`config.mk`:
```
export PLATFORM = sky130hd
export DESIGN_NAME = cmmfr_ctrl
export DESIGN_NICKNAME = d
export VERILOG_FILES = /design/src/hw/rtl/cmmfr_pkg.sv /design/src/hw/rtl/cmmfr_ctrl.sv
export VERILOG_INCLUDE_DIRS = /design/src /design/src/hw/rtl
export SDC_FILE = /design/constraint.sdc
export NUM_CORES = 1
export LEC_CHECK = 0
export ABC_AREA = 1
export BUFFER_PORTS_ARGS = -buffer_cell sky130_fd_sc_hd__buf_2
export CORE_AREA = 2 2 39 41
export DETAILED_ROUTE_END_ITERATION = 6
export DIE_AREA = 0 0 41 43
export GPL_TIMING_DRIVEN = 0
export SLEW_MARGIN = 20
export SYNTH_ARGS = -nofsm -noshare
export SYNTH_HDL_FRONTEND = slang
export SYNTH_SLANG_ARGS = --single-unit
export TNS_END_PERCENT = 100
```
`constraint.sdc`:
```
create_clock -name clk -period 1.35 [get_ports clk]
set_input_delay 0.0675 -clock clk [delete_from_list [all_inputs] [get_ports clk]]
set_output_delay 0.0675 -clock clk [all_outputs]
set_load 0.02 [all_outputs]
```
`src/hw/rtl/assert_macros.svh`:
```
// Concurrent assertion macros; clk and rst_n must be visible where used.
`ifndef ASSERT_MACROS_SVH
`define ASSERT_MACROS_SVH

// Check prop at every rising clk edge outside reset.
`define ASSERT_CLK(label, prop, msg) \
    label: assert property (@(posedge clk) disable iff (!rst_n) (prop)) else $error(msg);

// Check that trig is followed in the next cycle by expect_next.
`define ASSERT_NEXT(label, trig, expect_next, msg) \
    label: assert property (@(posedge clk) disable iff (!rst_n) \
        (trig) |=> (expect_next)) else $error(msg);

`endif

```
`src/hw/rtl/cmmfr_pkg.sv`:
```
package cmmfr_pkg;

    localparam int BYTE_W       = 8;
    localparam int WORD_W       = 64;
    localparam int WORD_INDEX_W = 3;

    localparam logic [BYTE_W-1:0] START_MARK = 8'hFC;
    localparam logic [BYTE_W-1:0] END_MARK   = 8'hFD;
    localparam logic [BYTE_W-1:0] HDR_TYPE   = 8'h41;
    localparam logic [BYTE_W-1:0] HDR_LEN    = 8'h30;

    localparam logic FUNC_PAYLOAD = 1'b0;
    localparam logic FUNC_TICK    = 1'b1;

    localparam logic KIND_WORD   = 1'b0;
    localparam logic KIND_STATUS = 1'b1;

    typedef struct packed {
        logic              func;
        logic [BYTE_W-1:0] byte0;
        logic [BYTE_W-1:0] byte1;
        logic [BYTE_W-1:0] byte2;
        logic [BYTE_W-1:0] byte3;
        logic [BYTE_W-1:0] byte4;
        logic [BYTE_W-1:0] byte5;
        logic [BYTE_W-1:0] byte6;
        logic [BYTE_W-1:0] byte7;
    } in_item_t;

    typedef struct packed {
        logic                    kind;
        logic [WORD_INDEX_W-1:0] word_index;
        logic [WORD_W-1:0]       frame_word;
        logic                    last;
        logic                    alive;
    } out_item_t;

    typedef struct packed {
        logic accept_payload;
        logic accept_tick;
        logic load_word;
    } dp_cmd_t;

    typedef struct packed {
        logic frame_ready;
        logic last_loaded;
    } dp_status_t;

endpackage

```
`src/hw/rtl/cmmfr_ctrl.sv`:
```
`include "assert_macros.svh"

module cmmfr_ctrl (
    input  logic                  clk,
    input  logic                  rst_n,
    input  logic                  in_valid,
    input  logic                  in_func,
    output logic                  in_ready,
    output logic                  out_valid,
    input  logic                  out_ready,
    input  cmmfr_pkg::dp_status_t status,
    output cmmfr_pkg::dp_cmd_t    cmd
);
    typedef enum logic [1:0] {
        ST_IDLE = 2'b01,
        ST_EMIT = 2'b10
    } state_t;

    state_t state_reg, state_next;
    logic   out_valid_reg, out_valid_next;
    logic   out_free;
    logic   in_take;

    assign out_free = !out_valid_reg || out_ready;
    assign in_take  = in_valid && in_ready;

    always_comb
    begin
        state_next     = state_reg;
        out_valid_next = out_valid_reg && !out_ready;
        in_ready       = 1'b0;
        cmd            = '0;
        unique case (state_reg)
            ST_IDLE:
            begin
                in_ready = out_free;
                if (in_take)
                begin
                    if (in_func == cmmfr_pkg::FUNC_TICK)
                    begin
                        cmd.accept_tick = 1'b1;
                        out_valid_next  = 1'b1;
                    end
                    else
                    begin
                        cmd.accept_payload = 1'b1;
                        if (status.frame_ready)
                        begin
                            state_next = ST_EMIT;
                        end
                    end
                end
            end
            ST_EMIT:
            begin
                if (out_free)
                begin
                    cmd.load_word  = 1'b1;
                    out_valid_next = 1'b1;
                    if (status.last_loaded)
                    begin
                        state_next = ST_IDLE;
                    end
                end
            end
            default:
            begin
                state_next = ST_IDLE;
            end
        endcase
    end

    always_ff @(posedge clk or negedge rst_n)
    begin
        if (!rst_n)
        begin
            state_reg     <= ST_IDLE;
            out_valid_reg <= 1'b0;
        end
        else
        begin
            state_reg     <= state_next;
            out_valid_reg <= out_valid_next;
        end
    end

    assign out_valid = out_valid_reg;

    `ASSERT_NEXT(a_frame_enters_emit, cmd.accept_payload && status.frame_ready,
        state_reg == ST_EMIT, "completed frame did not start emission")
    `ASSERT_NEXT(a_last_word_leaves_emit, cmd.load_word && status.last_loaded,
        state_reg == ST_IDLE && out_valid_reg, "emission did not end after last word")
    `ASSERT_CLK(a_load_excludes_accept,
        !(cmd.load_word && (cmd.accept_payload || cmd.accept_tick)),
        "word load overlaps input transaction")

endmodule
```
=== After elaboration in Yosys (flattened, before gate mapping) ===
Index checks and enable logic that the tools add are counted.

* Reduce and logical (&&, ||, !) cells: 6
* Equal/unequal tests: 7
* Mux-type cells: 17

{| class="wikitable"
|+ Operators by type and width
! operator !! count
|-
| two-way mux 2 bit || 7
|-
| inequality test 2 bit (second input constant) || 5
|-
| two-way mux 1 bit || 8
|-
| AND reduction 5 bit || 1
|-
| case mux 2 bit (2 select lines) || 1
|-
| equality test 2 x 1 -> 1 bit (second input constant) || 1
|-
| equality test 2 bit (second input constant) || 1
|-
| logical AND 1 bit || 2
|-
| zero test 1 bit || 2
|-
| case mux 1 bit (2 select lines) || 1
|-
| logical OR 1 bit || 1
|}

* Register bits after elaboration: 3
* Logic and storage cells: 32
* Input port bits: 7
* Output and inout bits: 5

=== Depth between registers and ports, before layout ===
* Depth after elaboration: 6
* Depth in mapped cells: 8

=== Least setup slack after synthesis ===
No wires, ideal clock.

* Kind: reg-to-reg
* Start: register state_reg[0]
* End: register state_reg[1]
* Setup time: 0.077 ns
* Cell stages (with the launch flop): 6
* Arrival time: 1.158 ns
* Path buffers: 0
* Setup slack: 0.114 ns
* Cell sequence: dfstp_2 > ha_1 > nand2_2 > nor2_4 > nand3_2 > a21oi_1

* Elaborated cells on any way between the ends: 11
* Those cells by class: 7 x eq/ne; 2 x mux; 2 x reduce/logical

{| class="wikitable"
|+ RTL lines
! what !! RTL line !! RTL
|-
| start: declaration || cmmfr_ctrl.sv:19 || <nowiki>state_t state_reg, state_next;</nowiki>
|-
| start signal: assignment || cmmfr_ctrl.sv:82 || <nowiki>state_reg <= state_next;</nowiki>
|-
| equality test 2 bit / equality test 2 x 1 -> 1 bit (equally long branches) || cmmfr_ctrl.sv:33 || <nowiki>unique case (state_reg)</nowiki>
|-
| case mux 2 bit (2 select lines) (*) || cmmfr_ctrl.sv:33 ||
|-
| net state_next[1] || cmmfr_ctrl.sv:19 ||
|}

The timed path passes the listed nets; every way through them passes the cells marked *.
A chain may end at the register's enable or synchronous reset.

==> flow_summary_export.csv <==
group,metric,value,unit
drt,route.detailed.wl_per_inst,7.22,microns
timing,worstMarginPinSlew,0.139,ns
clock_network,clk_pin_slew,0.04,ns
critical_path,cp-start-kind,"register",
timing,max_slew_margin,0.907,
timing,rsz0062_at_grt,"true",
logic_synthesis,ys_ff_latch,3,
global_routing,grt_first_pass_wirelength,759,microns
logic_synthesis,synth_nets,41,
timing,hold_viol,0,
drt,drc_errors,0,
drt,drt-total-wl,462,microns
logic_synthesis,synth.avg_cell_area,7.16,sq um
clock_network,cts_made_buffers,3,
die,fp.dieH,43,microns
cells_and_area,stdcell_area,372,sq um
hold_path,hold_path_class,"in2reg",
logic_synthesis,ys_top_cells_by_area,"dfrtp_1, inv_1, dfstp_2, ha_1, nand2_1",
timing,timing.final.crit_share,0.978,
cells_and_area,antenna_cells,0,
timing,final_max_slew_viol_count,0,
die,rows,14,
logic_synthesis,synth-seq-area-share,0.333,
place,dpl_worst_slack,0.108,ns
logic_synthesis,ys.flop_type,"dfrtp_1",
critical_path,worstSetupEndpointType,"output pin",
timing,setup_viol,0,
critical_path,slowest_stage,"dfstp_2",
global_routing,grt.total_usage,0.0704,
place,place_hpwl,387,microns
job,maxCapViolCount,0,
critical_path,critPathArrivalTime,1.25,ns
critical_path,slowest_delay,0.55,ns
critical_path,critPathRequiredTime,1.28,ns
clock_network,cts_tree,"built",
cells_and_area,nets,58,
clock_network,clkLatencyLatePin,0.23,ns
logic_synthesis,synthTopCellsByCount,"inv_1, nand2_1, nand2_2, nor2_1",
power,p_leak,0.217,nW
logic_synthesis,synth_cell_type_count,12,
cells_and_area,drive_gt1_frac,0.500,
critical_path,path_max_fanout,4,
global_routing,first_global_vias,211,
logic_synthesis,syn-instance-count,32,
logic_synthesis,async_reset_ff_frac,1.00,
drt,drtPass1Iterations,1,
timing,timing.final.ws_setup,0.0300,ns
drt,drt_iter0_drc,0,
critical_path,crit_chain,"ha_4 -> nand3_2 -> nor2_1 -> buf_4",
place,place_area,304,sq um
place,portBuffers,11,
die,boundaryPins,12,
global_routing,grt_start_max_net_pins,5,
critical_path,critPathKind,"reg2out",
clock_network,root_buffer,"clkbuf_4",
drt,vias,226,
cells_and_area,largest_reg_flops,2,
clock_network,htree_levels,1,
die,start_util,0.165,
power,ir_drop,0.000603,V
logic_synthesis,synth.top_cell.area_share,0.219,
timing,fin_skew,0.000116,ns
die,core-area,1380,sq um
power,power,762,uW
global_routing,antenna_found_initial,0,
power,p_per_area,2050,nW/um^2
timing,finalCriticalPeriod,1.32,ns
logic_synthesis,yosysTopAreaCell,"dfrtp_1",
logic_synthesis,synth_edf_count,0,
die,die-area,1760,sq um
status,status,"complete, no violations",
clock_network,cts.sinks,3,
clock_network,cts_max_path_buffers,2,
place,gp_congestion,0.640,
logic_synthesis,netlist_area,229,sq um
clock_network,postCtsSetupBuffers,0,
global_routing,overflow,0,
critical_path,regToRegSetupSlack,0.14,ns
cells_and_area,syn_to_final_growth,62.3,%
drt,via_per_inst,3.53,
logic_synthesis,yosys.cell_count.top_type,"inv_1",
logic_synthesis,ys_warn_count,0,
die,dieWidth,41,microns
drt,antenna_left,0,
timing,fmax,758,MHz
kinds of logic after synthesis:
logic type	count (synthesis)	synth area share
buf+inv	10	0.164
fa+ha+maj	2	0.109
simple gates	14	0.328
compound gates	3	0.0656
flops	3	0.333
report_power, final:
part           switching (mW)  total (mW)  internal (mW)
Combinational           0.257       0.434          0.177
Sequential             0.0316       0.174          0.142
Clock                  0.0433       0.154          0.111
final cells by class:
cell class	instances	area, sq um
clock buffers	4	26.3
fillers	157	1010
inverters	10	37.5
multi-input cells	19	135
flip-flops and latches	3	76.3
well taps	16	20.0
repair buffers	12	76.3
critical path, delay by kind of cell, from the launching register on:
| kind | cells | cell delay, ns |
|---|---|---|
| buffers and inverters | 1 | 0.15 |
| flip-flops | 1 | 0.55 |
| AND/OR/NAND/NOR | 2 | 0.17 |
| adder cells (fa/ha/maj) | 1 | 0.16 |
through the flow:
step	hold WS, ns	TNS (ns)	std cells	utilization
global placement	-0.136	0	59	0.220
finish	0.108	0	64	0.269
detailed placement	-0.134	0	59	0.220
CTS	0.0993	0	64	0.266
floorplan	-0.228	0	32	-
global route	0.125	-0.0587	64	0.269
final timing paths:
check,from,endpoint,cells after the start
max in group asynchronous,rst_n,state_reg[0],2
min reg2reg,state_reg[0],state_reg[0],2
min in group asynchronous,rst_n,out_valid,2
max reg2reg,state_reg[0],out_valid,4
max,state_reg[0],cmd[1],4
min,status[1],state_reg[0],4
cell usage in the layout (no fill, tap or decap), types with 2 or more instances in the layout:
cell type	instances
buf_2	8
buf_4	2
clkbuf_4	3
dfrtp_1	2
inv_1	9
nand2_1	5
nand2_2	3
nand3_2	2
nor2_1	3
o21ai_0	2
what timing repair did:
action,CTS,global route
hold buffers,1,0
endpoints found under the hold margin,3,0
setup endpoints to repair,4,3
pin swaps,2,0
gates resized for setup,8,1
layer usage:
layer  GRT usage  share of wire  vias up
met4       0.100              0        0
met2      0.0906           0.56        6
li1            -              -      124
met1      0.0744           0.35       96
met3      0.0157          0.084        0
met5           0              0        -
(Power assumes the default switching activity.)
