## config.mk

```make
export PLATFORM = sky130hd
export DESIGN_NAME = cmmfr_datapath
export DESIGN_NICKNAME = d
export VERILOG_FILES = /design/src/hw/rtl/assert_macros.svh /design/src/hw/rtl/cmmfr_pkg.sv /design/src/hw/rtl/cmmfr_datapath.sv
export SDC_FILE = /design/constraint.sdc
export NUM_CORES = 1
export LEC_CHECK = 0
export BUFFER_PORTS_ARGS = -buffer_cell sky130_fd_sc_hd__buf_2
export CAP_MARGIN = 20
export CORE_MARGIN = 3
export CORE_UTILIZATION = 30
export DETAILED_ROUTE_END_ITERATION = 12
export PLACE_DENSITY = 0.56
export REMOVE_ABC_BUFFERS = 1
export SETUP_SLACK_MARGIN = 0.4
export SYNTH_ARGS = -nofsm -noshare
export SYNTH_HDL_FRONTEND = slang
export SYNTH_SLANG_ARGS = --single-unit
```

## constraint.sdc

```tcl
create_clock -name clk -period 9.77 [get_ports clk]
set_input_delay 1.954 -clock clk [delete_from_list [all_inputs] [get_ports clk]]
set_output_delay 1.954 -clock clk [all_outputs]
set_load 0.02 [all_outputs]
```

## src/hw/rtl/assert_macros.svh

```systemverilog
// Concurrent assertion macros; clk and rst_n must be visible where used.
`ifndef ASSERT_MACROS_SVH
`define ASSERT_MACROS_SVH

// Check prop at every rising clk edge outside reset.
`define ASSERT_CLK(label, prop, msg) \
    label: assert property (@(posedge clk) disable iff (!rst_n) (prop)) else $error(msg);

// Check that trig is followed in the next cycle by expect_next.
`define ASSERT_NEXT(label, trig, expect_next, msg) \
    label: assert property (@(posedge clk) disable iff (!rst_n) \
        (trig) |=> (expect_next)) else $error(msg);

`endif

```

## src/hw/rtl/cmmfr_pkg.sv

```systemverilog
package cmmfr_pkg;

    localparam int BYTE_W       = 8;
    localparam int WORD_W       = 64;
    localparam int WORD_INDEX_W = 3;

    localparam logic [BYTE_W-1:0] START_MARK = 8'hFC;
    localparam logic [BYTE_W-1:0] END_MARK   = 8'hFD;
    localparam logic [BYTE_W-1:0] HDR_TYPE   = 8'h41;
    localparam logic [BYTE_W-1:0] HDR_LEN    = 8'h30;

    localparam logic FUNC_PAYLOAD = 1'b0;
    localparam logic FUNC_TICK    = 1'b1;

    localparam logic KIND_WORD   = 1'b0;
    localparam logic KIND_STATUS = 1'b1;

    typedef struct packed {
        logic              func;
        logic [BYTE_W-1:0] byte0;
        logic [BYTE_W-1:0] byte1;
        logic [BYTE_W-1:0] byte2;
        logic [BYTE_W-1:0] byte3;
        logic [BYTE_W-1:0] byte4;
        logic [BYTE_W-1:0] byte5;
        logic [BYTE_W-1:0] byte6;
        logic [BYTE_W-1:0] byte7;
    } in_item_t;

    typedef struct packed {
        logic                    kind;
        logic [WORD_INDEX_W-1:0] word_index;
        logic [WORD_W-1:0]       frame_word;
        logic                    last;
        logic                    alive;
    } out_item_t;

    typedef struct packed {
        logic accept_payload;
        logic accept_tick;
        logic load_word;
    } dp_cmd_t;

    typedef struct packed {
        logic frame_ready;
        logic last_loaded;
    } dp_status_t;

endpackage

```

## src/hw/rtl/cmmfr_datapath.sv

```systemverilog
module cmmfr_datapath #(
    parameter int FRAME_SLOTS = 7
) (
    input  logic                  clk,
    input  logic                  rst_n,
    input  cmmfr_pkg::in_item_t   in_item,
    input  cmmfr_pkg::dp_cmd_t    cmd,
    output cmmfr_pkg::dp_status_t status,
    output cmmfr_pkg::out_item_t  out_item
);
    localparam int SLOT_W = (FRAME_SLOTS > 1) ? $clog2(FRAME_SLOTS) : 1;
    localparam int CNT_W  = $clog2(FRAME_SLOTS + 1);
    localparam int IW     = cmmfr_pkg::WORD_INDEX_W;

    logic [cmmfr_pkg::WORD_W-1:0] slot_store [FRAME_SLOTS];

    logic [cmmfr_pkg::BYTE_W-1:0] prev_end_reg, prev_end_next;
    logic [CNT_W-1:0]             slot_cnt_reg, slot_cnt_next;
    logic                         header_ok_reg, header_ok_next;
    logic                         received_mark_reg, received_mark_next;
    logic [SLOT_W-1:0]            rd_idx_reg, rd_idx_next;

    logic                          out_kind_reg;
    logic [IW-1:0]                 out_index_reg;
    logic [cmmfr_pkg::WORD_W-1:0]  out_word_reg;
    logic                          out_last_reg;
    logic                          out_alive_reg;

    logic                         start;
    logic                         hdr_match;
    logic [CNT_W-1:0]             cnt_eff;
    logic                         hdr_eff;
    logic                         frame_full;
    logic                         store_write;
    logic [SLOT_W-1:0]            wr_idx;
    logic [cmmfr_pkg::WORD_W-1:0] word;

    assign word = {in_item.byte7, in_item.byte6, in_item.byte5, in_item.byte4,
                   in_item.byte3, in_item.byte2, in_item.byte1, in_item.byte0};

    assign start      = (in_item.byte0 == cmmfr_pkg::START_MARK)
                     && (prev_end_reg == cmmfr_pkg::END_MARK);
    assign hdr_match  = (in_item.byte1 == cmmfr_pkg::HDR_TYPE)
                     && (in_item.byte2 == cmmfr_pkg::HDR_LEN);
    assign cnt_eff    = start ? CNT_W'(1) : slot_cnt_reg;
    assign hdr_eff    = start ? hdr_match : header_ok_reg;
    assign frame_full = (cnt_eff == CNT_W'(FRAME_SLOTS));
    assign wr_idx     = SLOT_W'(cnt_eff - CNT_W'(1));
    assign store_write = cmd.accept_payload && (cnt_eff != '0);

    assign status.frame_ready = (cnt_eff != '0) && frame_full && hdr_eff;
    assign status.last_loaded = (rd_idx_reg == SLOT_W'(FRAME_SLOTS - 1));

    always_comb
    begin
        prev_end_next      = prev_end_reg;
        slot_cnt_next      = slot_cnt_reg;
        header_ok_next     = header_ok_reg;
        received_mark_next = received_mark_reg;
        rd_idx_next        = rd_idx_reg;
        if (cmd.accept_tick)
        begin
            received_mark_next = 1'b0;
        end
        if (cmd.accept_payload)
        begin
            received_mark_next = 1'b1;
            prev_end_next      = in_item.byte7;
            rd_idx_next        = '0;
            if (cnt_eff == '0)
            begin
                slot_cnt_next = '0;
            end
            else if (frame_full)
            begin
                slot_cnt_next  = '0;
                header_ok_next = 1'b0;
            end
            else
            begin
                slot_cnt_next  = cnt_eff + CNT_W'(1);
                header_ok_next = hdr_eff;
            end
        end
        if (cmd.load_word)
        begin
            rd_idx_next = rd_idx_reg + SLOT_W'(1);
        end
    end

    always_ff @(posedge clk or negedge rst_n)
    begin
        if (!rst_n)
        begin
            prev_end_reg      <= '0;
            slot_cnt_reg      <= '0;
            header_ok_reg     <= 1'b0;
            received_mark_reg <= 1'b0;
            rd_idx_reg        <= '0;
        end
        else
        begin
            prev_end_reg      <= prev_end_next;
            slot_cnt_reg      <= slot_cnt_next;
            header_ok_reg     <= header_ok_next;
            received_mark_reg <= received_mark_next;
            rd_idx_reg        <= rd_idx_next;
        end
    end

    always_ff @(posedge clk)
    begin
        if (store_write)
        begin
            slot_store[wr_idx] <= word;
        end
    end

    // The output register takes a slot store word read combinationally at rd_idx_reg, or a status item on a tick.
    always_ff @(posedge clk)
    begin
        if (cmd.load_word)
        begin
            out_kind_reg  <= cmmfr_pkg::KIND_WORD;
            out_index_reg <= IW'(rd_idx_reg);
            out_word_reg  <= slot_store[rd_idx_reg];
            out_last_reg  <= status.last_loaded;
            out_alive_reg <= 1'b0;
        end
        else if (cmd.accept_tick)
        begin
            out_kind_reg  <= cmmfr_pkg::KIND_STATUS;
            out_index_reg <= '0;
            out_word_reg  <= '0;
            out_last_reg  <= 1'b1;
            out_alive_reg <= received_mark_reg;
        end
    end

    assign out_item.kind       = out_kind_reg;
    assign out_item.word_index = out_index_reg;
    assign out_item.frame_word = out_word_reg;
    assign out_item.last       = out_last_reg;
    assign out_item.alive      = out_alive_reg;

endmodule

```

# Word-level counts from Yosys, hierarchy flattened
# Memories as Yosys holds them, arrays and structs flattened.
# Index checks and enable logic that the tools add are counted.
# W data, S select, Z words.
dict set report word_totals {
  ramBits 448
  mem_count 1
  word_cells 49
  inputBits 70
  out_inout_bits 72
  regBits 86
}
# name depth word_bits read_ports rd_clocked_by_memory_dff write_ports line
set mem_list {}
lappend mem_list {slot_store 7 64 1 0 1 cmmfr_datapath.sv:15} ;# logic [cmmfr_pkg::WORD_W-1:0] slot_store [FRAME_SLOTS];
dict set report classes {
  eq_ne 6
  n_mux 17
  n_addsub 3
  n_reduce_logical 11
  n_bitwise 1
}
# cell count
set ops {}
lappend ops {{$mux W64} 2}
lappend ops {{$mux W3} 7}
lappend ops {{$eq A8 B8 Y1 const B} 2}
lappend ops {{$eq A8 B6 Y1 const B} 1}
lappend ops {{$eq A8 B7 Y1 const B} 1}
lappend ops {{$mux W1} 8}
lappend ops {{$add A3 B1 Y3 const B} 2}
lappend ops {{$eq A3 B3 Y1 const B} 2}
lappend ops {{$reduce_bool A2 Y1} 3}
lappend ops {{$logic_and A1 B1 Y1} 5}
lappend ops {{$logic_not A3 Y1} 1}
lappend ops {{$reduce_bool A3 Y1} 1}
lappend ops {{$sub A3 B1 Y3 const B} 1}
lappend ops {{$reduce_and A2 Y1} 1}
lappend ops {{$not A1 Y1} 1}

# Depth between registers and ports, before layout
# Gate-level depths: netlist (run 1).
dict set report depth {
  word_depth 7
  ltp_mapped 10
  ltp_nobuf 9
}

# Least setup slack after synthesis (run 1)
# No wires, ideal clock.
dict set report synth_path {
  path_kind {in2reg}
  from {input port in_item[56] (netlist bit)}
  to {memory slot_store[3][0] (netlist bit) (enable)}
  setup_ns 0.644
  required_time_ns 9.126
  arrival_time_ns 9.594
  stages 9
  n_path_buf 1
  slack_ns -0.468
  cell_sequence {nand4b_1 or4_1 buf_2 nand2b_1 inv_1 ha_1 inv_1 a21oi_1 nor4_1}
}
dict set report synth_via {
  elab_chain_cells 7
  elab_cells_between_ends 8
  classes_between {add/sub (1); eq/ne (1); mux (3); reduce/logical (3)}
}
# item line
set synth_rtl {}
lappend synth_rtl {{start: declaration} cmmfr_datapath.sv:6} ;# input cmmfr_pkg::in_item_t in_item,
lappend synth_rtl {{$eq A8 B8 Y1 (*)} cmmfr_datapath.sv:41} ;# assign start = (in_item.byte0 == cmmfr_pkg::START_MARK)
lappend synth_rtl {{$logic_and A1 B1 Y1 (*)} cmmfr_datapath.sv:42} ;# && (prev_end_reg == cmmfr_pkg::END_MARK);
lappend synth_rtl {{$mux W3 (*)} cmmfr_datapath.sv:45} ;# assign cnt_eff = start ? CNT_W'(1) : slot_cnt_reg;
lappend synth_rtl {{$reduce_bool A3 Y1} cmmfr_datapath.sv:49} ;# assign store_write = cmd.accept_payload && (cnt_eff != '0);
lappend synth_rtl {{$logic_and A1 B1 Y1} cmmfr_datapath.sv:49}
lappend synth_rtl {{$mux W1} cmmfr_datapath.sv:113} ;# if (store_write)
lappend synth_rtl {{$mux W1 (implied by the code)} cmmfr_datapath.sv:115} ;# slot_store[wr_idx] <= word;
lappend synth_rtl {{end: declaration} cmmfr_datapath.sv:15}
# Mark *: on every way between the ends. The rest lies on a longest branch, timed or not.

==> results of run 1 <==
-- per-stage QoR --
| step | hold WS [ns] | setup slack (ns) | cells | utilization [%] |
|---|---|---|---|---|
| detailed placement | 0.449 | 3.04 | 2043 | 33.0 |
| global route | 0.486 | 2.89 | 2148 | 35.8 |
| global placement | 0.443 | 3.08 | 2043 | 33.0 |
| finish | 0.459 | 3.07 | 2155 | 35.8 |
| floorplan | 0.449 | -0.489 | 1011 | - |
| CTS | 0.464 | 3.03 | 2147 | 35.7 |
-- where the power goes --
part / switching (mW) / internal, mW
Sequential: 0.131 / 2.94
Combinational: 0.707 / 0.386
Clock: 0.861 / 1.27
Total: 1.70 / 4.59
-- worst paths after layout --
kind,start,end,slack [ns],depth (start not counted)
worst max register to register,prev_end_reg[7],slot_store[4][51],5.36,9
worst min register to register,out_kind_reg,out_kind_reg,0.46,2
max in group asynchronous,rst_n,rd_idx_reg[0],8.12,1
worst max-delay path,in_item[57],status[1],3.07,10
worst min-delay path,out_kind_reg,out_kind_reg,0.46,2
min in group asynchronous,rst_n,prev_end_reg[4],1.30,1
-- tightest hold or removal path, cell delays in order (launching register included) --
cell     delay [ns]
dfxtp_1        0.32
nor2_1         0.04
nor2_1         0.07
-- cells by family after synthesis --
kind of cell	synth area share [%]
AO/OA/AOI/OAI	2.09
adder cells (fa/ha/maj)	0.365
multiplexers	13.9
AND/OR/NAND/NOR	4.50
flip-flops	77.5
XOR/XNOR	0.0852
buffers and inverters	1.57
-- synth_stat cells (all sizes together) (2+ instances only) --
| cell type | number |
|---|---|
| a21oi | 7 |
| mux4 | 64 |
| edfxtp | 516 |
| nor3 | 6 |
| ha | 6 |
| dfrtp | 16 |
| xor2 | 2 |
| nand2b | 8 |
| buf | 29 |
| and2 | 5 |
| inv | 9 |
| dfxtp | 2 |
| nor2b | 64 |
| nand4 | 3 |
| clkbuf | 31 |
| o21ai | 67 |
| mux2 | 9 |
| nand3b | 2 |
| nor4 | 4 |
| mux2i | 131 |
| nand4b | 3 |
| nand2 | 66 |
| nor2 | 9 |
-- area by class of cell --
type                    instances  share of cell area (%)
clock buffers                  75                    6.22
inverters                       9                   0.140
diodes                          7                  0.0725
flip-flops and latches        534                    66.0
well taps                     873                    4.52
multi-input cells             468                    18.1
clock inverters                29                    1.41
repair buffers                160                    3.58
-- routing by layer --
metal | track usage, % | vias up | part of all wire (%)
met5 | 0 | - | 0.13
li1 | - | 4528 | -
met1 | 16.8 | 5105 | 44
met4 | 3.89 | 10 | 2.3
met2 | 20.8 | 209 | 48
met3 | 3.05 | 90 | 5.5
==> metrics.txt, run 1 <==
total track usage 12.7%; Layout Nets 1305; Finished Cell Area 24200 um^2; Top delay family on crit path simple AND/OR/NAND/NOR gates; sequential area share after synthesis 77.5%; Post-synth EDFFs 516; die height 268 um; critical path type in2out; leading area contributor after synthesis edfxtp_1; worst hold-check path type reg2reg; die area 71700 um^2; unrepaired setup endpoints after global routing no; drt via density 4.61; antenna-violating nets left 0; Setup Viol. Count Final 0; most frequent cells in the layout edfxtp_1 (516), buf_2 (139), mux2i_1 (131); clock slew at reported path FFs 0.06 ns; Reg area 15900 um^2; post-CTS setup buffers 0; first-pass GRT wire length 67100 um; Wirelength per Cell 21.0 um; P&R area growth vs syn 17.5%; Distinct cells, synth 39; Post-Synthesis Cells 1071; max FFs per register 448; Final Hold Fails 0; crit path launch type input port; clk sinks 534; initial DRC count 700; die width 268 um; Crit path arrival time 4.75 ns; Synth warnings 0; Leakage 8.08 nW; Worst slew margin 29.7%; CTS buffer count 56; crit end category output port; clk_lat worst skew 0.60 ns; row count 95; Post-synth ARST share 3.00%; synthesized flop and latch total 534; dpl hpwl 25200 um; cell area after synthesis 20600 um^2; max-slew violations 0; share of layout cells above drive strength 1 25.1%; total power 6.29 mW; status completed; Fmax 0.149 GHz; commonest non-fill, non-tap cell in the layout edfxtp_1; Total Wirelength 45300 um; clock root cell clkbuf_16; Tightest Pin Transition 1.05 ns; Placed Instance Area 22300 um^2; Clock Skew 0.0175 ns; CTS tree built; fill count 6320; CP cell instances buf_2, nand4b_1, or4_1, nand2b_1, inv_1, ha_1, or3_1, nor4_2, o21a_1, buf_2; initial cell density of the core 30.5%; Yosys top cell area share 75.4%; power per standard cell area 260 nW/um^2; Mean Syn Cell Area 19.2 um^2; Buf+Inv Stages, Crit Path 3; Req. time, crit path 7.82 ns; # Max-Cap Violations 0; Post-CTS Hold Fix Bufs 0; grt ovf 0; I/O Pins 142; most frequent CP cell buf_2; vias in the first global route 10400; Placer Congestion 0.684; Core ar. 67500 um^2; Multi-input gate area 4370 um^2; Final min period 6.70 ns; Area contributors post-synth edfxtp_1 (75%), mux4_2 (7.0%), mux2i_1 (6.4%); routed via count 9942; largest net degree at the start of global routing 95; Worst IR Drop VDD 0.131 mV; DRC viols 0; TritonRoute pass-1 iters 5; fin crit share 68.6%; critical path fanouts, max 8; top_reg_cell synth edfxtp_1; Worst path slowest cell or4_1; Post-CTS Resized 0; slowest stage delay, CP 0.70 ns; TNS Setup 0 ns; H-tree depth 2; Port Buf Inserts 140; initial antenna violation count 13; Max Buffers Root-to-Sink 3
(Power assumes the default switching activity.)
==> run 2, diff against run 1 <==
ABC_AREA = 1   (was default)
clock period = 6.5 ns   (was 9.77 ns; I/O delays follow)
==> run 2 against run 1 <==
Net effect: register-to-register slack got worse by 2.4 ns; first-iteration DRC count rose by 22%; area after synthesis fell by 0.24%; via count rose by 23%; wire length rose by 12%; final cell count rose by 18%; clock skew rose by 0.0087 ns; clock-buffer cell count fell by 13; critical path depth rose by 2; global-route usage rose by 1.2 points; die area fell by 0.23%; final area fell by 1.3%.
==> metrics.txt, run 2 <==
status completed; H-tree depth 2 (unchanged); unrepaired setup endpoints after global routing no; Worst Reg-to-Reg Cells 6 (-3); Post-Synthesis Cells 1497 (+40%); row count 95 (unchanged); Leakage 8.33 nW (+3.1%); die height 267 um (-0.12%); vias in the first global route 12200 (+18%); grt ovf 0 (unchanged); Total Wirelength 50500 um (+12%); most frequent cells in the layout edfxtp_1 (516), nand2_1 (265), nor2_1 (155); Fmax 0.222 GHz; total power 9.29 mW (+48%); Mean Syn Cell Area 13.7 um^2 (-29%); Max Buffers Root-to-Sink 3 (unchanged); Worst R2R End out_word_reg[11]; antenna-violating nets left 0 (unchanged); P&R area growth vs syn 16.2%; DRC viols 0 (unchanged); first-pass GRT wire length 75200 um (+12%); Area contributors post-synth edfxtp_1 (76%), nand2_1 (4.9%), nor2_1 (3.0%); commonest non-fill, non-tap cell in the layout edfxtp_1; total track usage 13.9% (+1.2 points); Wirelength per Cell 19.9 um (-5.2%); clock network fraction of total power 32.9% (-0.9 points); share of layout cells above drive strength 1 15.3% (-9.8 points); crit path launch type input port; TNS Setup 0 ns (unchanged); TritonRoute pass-1 iters 5 (unchanged); Final Hold Fails 0 (unchanged); synthesized flop and latch total 534 (unchanged); most frequent cell after synthesis edfxtp_1; dpl hpwl 27100 um (+7.5%); hold_sp out_kind_reg; Core ar. 67400 um^2 (-0.18%); Post-synth EDFFs 516 (unchanged); post-CTS setup buffers 0 (unchanged); crit end category output port; top_reg_cell synth edfxtp_1; clock root cell clkbuf_16; switch share 29.0% (+2.0 points); Final min period 4.51 ns; fin cells 2537 (+18%); Port Buf Inserts 140 (unchanged); sequential fraction of design power 49.0% (+0.2 points); Post-synth ARST share 3.00% (unchanged); max FFs per register 448 (unchanged); flop2flop setup slack 2.98 ns (-2.38 ns); max-slew violations 0 (unchanged); fin crit share 69.4%; initial antenna violation count 12 (-1); drt via density 4.83 (+4.6%); worst r2r src rd_idx_reg[0]; initial cell density of the core 30.4% (about the same); Crit path arrival time 3.21 ns (-1.54 ns); worst hold-check path type reg2reg; post-route setup slack 1.99 ns (-1.08 ns); sequential area share after synthesis 77.7% (+0.18 points); cell area after synthesis 20500 um^2 (-0.24%); Placer Congestion 0.716 (+4.7%); clk sinks 534 (unchanged); Post-CTS Hold Fix Bufs 0 (unchanged); leading area contributor after synthesis edfxtp_1; # Max-Cap Violations 0 (unchanged); die area 71500 um^2 (-0.23%); Layout Nets 1694 (+30%); Post-CTS Resized 0 (unchanged); critical path type in2out; Yosys top cell area share 75.5% (+0.18 points); Worst IR Drop VDD 0.188 mV (+44%); die width 267 um (-0.12%); most frequent cells after synthesis edfxtp_1 (516), nand2_1 (266), nor2_1 (162), o21ai_0 (96), nand3_1 (74); CTS buffer count 54 (-3.6%); Switch Pwr 2.69 mW (+58%); Worst Hold Depth 2 (unchanged); routed via count 12200 (+23%); CTS tree built; Synth warnings 0 (unchanged); Setup Viol. Count Final 0 (unchanged); clock slew at reported path FFs 0.06 ns (about the same); Req. time, crit path 5.20 ns (-2.62 ns); Internal 6.60 mW (+44%); largest net degree at the start of global routing 133 (+40%); power per standard cell area 390 nW/um^2 (+50%); Clock Skew 0.0262 ns (+0.00874 ns); Inst Count DP 2433 (+19%); WHS Endpoint out_kind_reg; Worst slew margin 31.8% (+2.1 points); worst slack, placed 1.69 ns (-1.35 ns); Distinct cells, synth 23 (-41%); critical path fanouts, max 8 (unchanged); Util after Layout 35.4% (-0.42 points); Tightest Pin Transition 1.02 ns (-0.0296 ns); fill count 6373 (+0.84%); initial DRC count 854 (+22%); I/O Pins 142 (unchanged); Comb power frac 18.1% (+0.7 points); clk_lat worst skew 0.61 ns (about the same)
-- run 2: changes by cell type after synthesis, sizes merged, moves of 63 or more --
cell    delta
mux2i    -131
mux4      -64
nand2    +200
nand3     +74
nor2     +153
nor2b     -64
o211ai    +64
o21ai     +68
o22ai     +63
-- run 2: worst max path at each step --
stage	endpoint	from	slack, ns
after floorplan	status[0]	rd_idx_reg[0]	-1.38
after global routing	status[1]	in_item[57]	1.75
after CTS	status[1]	in_item[57]	1.96
after detailed placement	slot_store[2][40]	in_item[57]	1.69
after global placement	slot_store[2][0]	in_item[57]	1.71
final	status[1]	in_item[57]	1.99
-- run 2: cells by family (layout without fill, tap and decap cells) --
| kind of cell | Yosys count | count (layout) | share of synthesized area (%) |
|---|---|---|---|
| compound gates | 328 | 328 | 9.17 |
| xor+xnor | 1 | 1 | 0.0427 |
| fa+ha+maj | 6 | 6 | 0.366 |
| buf+inv | 126 | 289 | 3.09 |
| flops | 534 | 534 | 77.7 |
| other cells | 0 | 4 | 0 |
| simple gates | 502 | 502 | 9.64 |
-- run 2: metal layers --
| layer | wire, um | vias up | GRT usage, % |
|---|---|---|---|
| met1 | 22200 | 6161 | 18.3 |
| met5 | 55 | - | 0 |
| li1 | - | 5741 | - |
| met3 | 2860 | 70 | 3.34 |
| met4 | 969 | 8 | 3.58 |
| met2 | 24400 | 267 | 23.1 |
-- run 2: critical path, stage by stage --
cell and delay, ns:
buf_2 0.15, nor2_1 0.31, nand2_1 0.09, nor2_1 0.12
nand2_1 0.12, nand2_1 0.15, inv_1 0.09, ha_1 0.22
nand2_1 0.13, nand2_1 0.07, nor2_1 0.23, buf_2 0.22
-- run 2: layout make-up --
type / count / area (um^2) / share of cell area, %
antenna: 4 / 10.0 / 0.0420
clock buffer: 62 / 1400 / 5.88
clock inverter: 36 / 324 / 1.36
inverter: 29 / 121 / 0.509
multi-input combinational: 837 / 4000 / 16.8
sequential: 534 / 15900 / 66.9
tap: 873 / 1090 / 4.58
timing repair buffer: 162 / 943 / 3.96
-- run 2: per-stage QoR --
step / cell area, um^2 / hold slack [ns]
floorplan: 20000 / 0.442
CTS: 23800 / 0.473
detailed placement: 22100 / 0.453
global placement: 22100 / 0.445
global route: 23800 / 0.501
finish: 23800 / 0.468
-- run 2: power groups by stage --
stage               Clock (mW)  Combinational (mW)  Sequential, mW
floorplan                    0               0.822            4.81
global placement             0                1.68            4.62
detailed placement           0                1.71            4.63
CTS                       3.14                1.72            4.56
global route              3.27                1.88            4.60
finish                    3.06                1.68            4.56
